## config.mk

```make
export PLATFORM = sky130hd
export DESIGN_NAME = cse_qmul
export DESIGN_NICKNAME = d
export VERILOG_FILES = /design/src/cse_pkg.sv /design/src/cse_qmul.sv
export SDC_FILE = /design/constraint.sdc
export NUM_CORES = 2
export LEC_CHECK = 0
export ABC_AREA = 1
export BUFFER_PORTS_ARGS = -buffer_cell sky130_fd_sc_hd__buf_4
export CORE_UTILIZATION = 37
export CTS_CLUSTER_DIAMETER = 30
export DETAILED_ROUTE_END_ITERATION = 7
export PLACE_DENSITY = 0.5
export SYNTH_ARGS = -nofsm -noshare
export SYNTH_HDL_FRONTEND = slang
export SYNTH_SLANG_ARGS = --single-unit
```

## constraint.sdc

```tcl
create_clock -name clk -period 15.06 [get_ports clk]
set_input_delay 0.753 -clock clk [delete_from_list [all_inputs] [get_ports clk]]
set_output_delay 0.753 -clock clk [all_outputs]
set_load 0.005 [all_outputs]
```

## src/cse_pkg.sv

```systemverilog
package cse_pkg;

	localparam int MAX_KNOTS_DEF = 256;
	localparam int FRAC_BITS_DEF = 16;
	localparam int KNOT_CNT_W = 9;
	localparam int SEG_W = 8;

	localparam logic KIND_LOAD = 1'b0;
	localparam logic KIND_EVAL = 1'b1;

	typedef struct packed {
		logic               kind;
		logic [7:0]         entry_index;
		logic signed [31:0] knot_x;
		logic signed [31:0] knot_y;
		logic signed [31:0] coef_linear;
		logic signed [31:0] coef_quadratic;
		logic signed [31:0] coef_cubic;
		logic signed [31:0] query_u;
	} in_item_t;

	typedef struct packed {
		logic signed [31:0] value;
		logic signed [31:0] slope;
		logic signed [31:0] curvature;
		logic [7:0]         segment;
	} out_item_t;

	function automatic logic signed [31:0] sat34(input logic signed [33:0] v);
		logic signed [31:0] r;
		if (v > 34'sd2147483647) r = 32'sh7fffffff;
		else if (v < -34'sd2147483648) r = 32'sh80000000;
		else r = v[31:0];
		return r;
	endfunction

endpackage

```

## src/cse_qmul.sv

```systemverilog
module cse_qmul #(
	parameter int FRAC_BITS = cse_pkg::FRAC_BITS_DEF
) (
	input  logic               clk,
	input  logic signed [31:0] a,
	input  logic signed [31:0] b,
	output logic signed [31:0] p
);

	logic signed [63:0] prod_q;
	logic signed [63:0] shifted;

	always_ff @(posedge clk) begin
		prod_q <= a * b;
	end

	always_comb begin
		shifted = prod_q >>> FRAC_BITS;
		if (shifted > 64'sd2147483647) p = 32'sh7fffffff;
		else if (shifted < -64'sd2147483648) p = 32'sh80000000;
		else p = shifted[31:0];
	end

endmodule
```

==> qor.csv <==
stage;metric;value;unit
outcome;status;finished with violations;
outcome;failing checks;design-rule violations;
final_layout;Regs by FF count;prod_q x48;
placed_design;placed cell area;41400;µm²
yosys;cell accounting for the most synthesized area;fa_1;
worst_setup_path;Crit. End Element;flop;
min_path;Worst Hold Launch;b[0];
routing;Remaining DRCs;7;
sta;RSZ-0062 raised after global routing;no;
global_routing;largest net degree at the start of global routing;33;
worst_setup_path;most frequent CP cell;fa_1;
clock_tree;clk slew on worst S/H paths;80;ps
placed_design;Port Buffers;96;
placed_design;Place WS;6530;ps
routing;Via density;4.62;
clock_tree;post-CTS setup buffer count;0;
routing;post-route ant nets;0;
sta;Setup TNS Final;0;ps
final_layout;final non-filler cell area;41600;µm²
sta;final worst slack;6890;ps
worst_setup_path;required time of the critical path;15270;ps
global_routing;Congestion Overflow GR;0;
global_routing;first-pass GRT wire length;185;mm
worst_setup_path;CP startpoint;b[5];
clock_tree;CTS Hold Bufs;0;
yosys;Mapped Area;39600;µm²
clock_tree;CTS Buffer Depth;2;
clock_tree;CTS root buf;clkbuf_16;
final_layout;Largest Register;prod_q;
sta;Setup Viol. Count Final;0;
global_routing;M1 GR Usage;28.3;%
clock_tree;clk sinks;48;
yosys;post-synthesis cell count;5085;
floorplan;width of the chip;329;µm
flow_run;maxcap violations;0;
global_routing;Total GRT Usage;21.9;%
yosys;post-synth top area share;54.6;%
worst_setup_path;worst-path maximum fanout;32;
yosys;synth warn;0;
global_routing;most used routing layer;met2;
sta;Worst-Margin Slew;1030;ps
worst_setup_path;Crit path largest cell delay;910;ps
routing;first drt pass iteration count;7;
final_layout;layout cells sized above 1;3.00;%
clock_tree;CTS Buf Count;5;
yosys;syn nets;6411;
worst_setup_path;Critical Path Slowest Stage Cell;fa_1;
sta;Period minus WS final;8170;ps
routing;vias after detailed routing;29500;
sta;max frequency;0.122;GHz
worst_setup_path;arrival time at the worst endpoint;8380;ps
yosys;flops & latches, synth;48;
floorplan;total core area;106000;µm²
floorplan;DIE AREA;108000;µm²
global_routing;vias in the first global route;32900;
floorplan;die height;329;µm
sta;crit share post-route;54.3;%
final_layout;nets;6320;
yosys;sequential share of the synthesized area;2.42;%
final_layout;max reg flops;48;
routing;final wirelength;112;mm
clock_tree;CTS tree;done;
sta;endpoints failing hold;0;
global_routing;met2 usage;40.6;%
global_routing;initial antenna violation count;5;
placed_design;Post-DP HPWL;95.9;mm
yosys;Synth area leaders;fa_1, inv_1, nand2_1, ha_1, dfxtp_1;
worst_setup_path;Crit Path Class;in -> reg;
yosys;Netlist cell types;33;
sta;Slew Viols, Final;0;
routing;drt first-iter violations;1484;
routing;wire per inst;17.5;µm
clock_tree;H-tree levels;2;
min_path;type of the worst min-delay path;in -> reg;
clock_tree;CTS resizes;0;
sta;Rel. slew slack;31.1;%
floorplan;IO Pins;97;
yosys;syn_area_per_cell;7.79;µm²
placed_design;Final GP Congestion;0.939;
floorplan;Initial Util;37.5;%
final_layout;synth-to-layout area growth;4.95;%
global_routing;M3 GR Usage;1.26;%
floorplan;# rows;119;
worst_setup_path;Setup crit start kind;input port;
[cells in the mapped netlist (all sizes together)]
library cell,instances
or2,8
a21oi,74
nand4,13
a21o,1
o41ai,1
inv,1665
nand3b,3
nor2,153
clkinv,2
nand2,1498
buf,6
o21ai,39
nor3,10
ha,180
xnor2,1
xor2,24
nor4,11
dfxtp,48
fa,1081
and3,1
o21a,1
nand3,61
a21boi,1
o21bai,10
clkbuf,193
[through the flow]
| step | instances | hold WS (ps) | utilization (%) |
|---|---|---|---|
| after floorplan | 5085 | 1130 | - |
| after global placement | 6378 | 1230 | 39.1 |
| after detailed placement | 6378 | 1240 | 39.1 |
| after CTS | 6386 | 1450 | 39.3 |
| after global routing | 6390 | 1490 | 39.3 |
| final | 6390 | 1430 | 39.3 |
[placed cells by master, fill, tap and decap left out, types with 2 or more instances in the layout]
| master | n |
|---|---|
| a21oi_1 | 74 |
| nand3_1 | 61 |
| o21bai_1 | 9 |
| nor2_1 | 145 |
| nand4_1 | 13 |
| nor2_2 | 7 |
| buf_4 | 101 |
| nand2_1 | 1492 |
| nor4_1 | 9 |
| ha_1 | 180 |
| nand2_2 | 6 |
| o21ai_1 | 4 |
| clkinv_1 | 2 |
| nand3b_1 | 3 |
| inv_2 | 11 |
| o21ai_0 | 35 |
| nor3_2 | 4 |
| nor3_1 | 6 |
| dfxtp_1 | 48 |
| xor2_1 | 24 |
| diode_2 | 4 |
| or2_2 | 8 |
| fa_1 | 1081 |
| inv_1 | 1654 |
| bufinv_16 | 2 |
| clkbuf_16 | 5 |
[critical path: cells and delay by family]
kind | cells | cell delay (ps)
fa+ha+maj | 9 | 4750
buf+inv | 8 | 1530
simple gates | 7 | 1200
compound gates | 1 | 110
[cells by family (layout without fill, tap and decap cells)]
group                      count (synthesis)  count (layout)  synth area share, %
AOI/OAI and AO/OA                        127             127                 1.71
xor gates and xnor gates                  25              25                0.553
adders and majority gates               1261            1261                 60.3
buffers and inverters                   1866            1776                 17.7
DFF                                       48              48                 2.42
other                                      0               4                    0
and+or+nand+nor                         1758            1758                 17.3
[per-layer routing]
layer / part of all wire [%] / vias up / wire length, µm
met4: 1.9 / 2 / 2110
met3: 3.0 / 93 / 3360
met1: 43 / 15200 / 47600
met2: 52 / 479 / 58500
li1: - / 13700 / -
met5: 0.011 / - / 12
[worst paths after layout]
kind,to,slack [ps],cells past startpoint
worst max-delay path,prod_q[63],6890,25
worst min-delay path,prod_q[21],1430,6
[final cells by class]
class	count	area, µm²
Fill cell	11200	64100
Antenna cell	4	10.0
Timing Repair Buffer	101	758
Multi-Input combinational cell	3171	31700
Clock inverter	3	68.8
Sequential cell	48	961
Inverter	1667	6260
Clock buffer	5	125
Tap cell	1391	1740
Power is not shown: default switching activity piles up to over one toggle a cycle in this logic, so the estimate is an artifact.
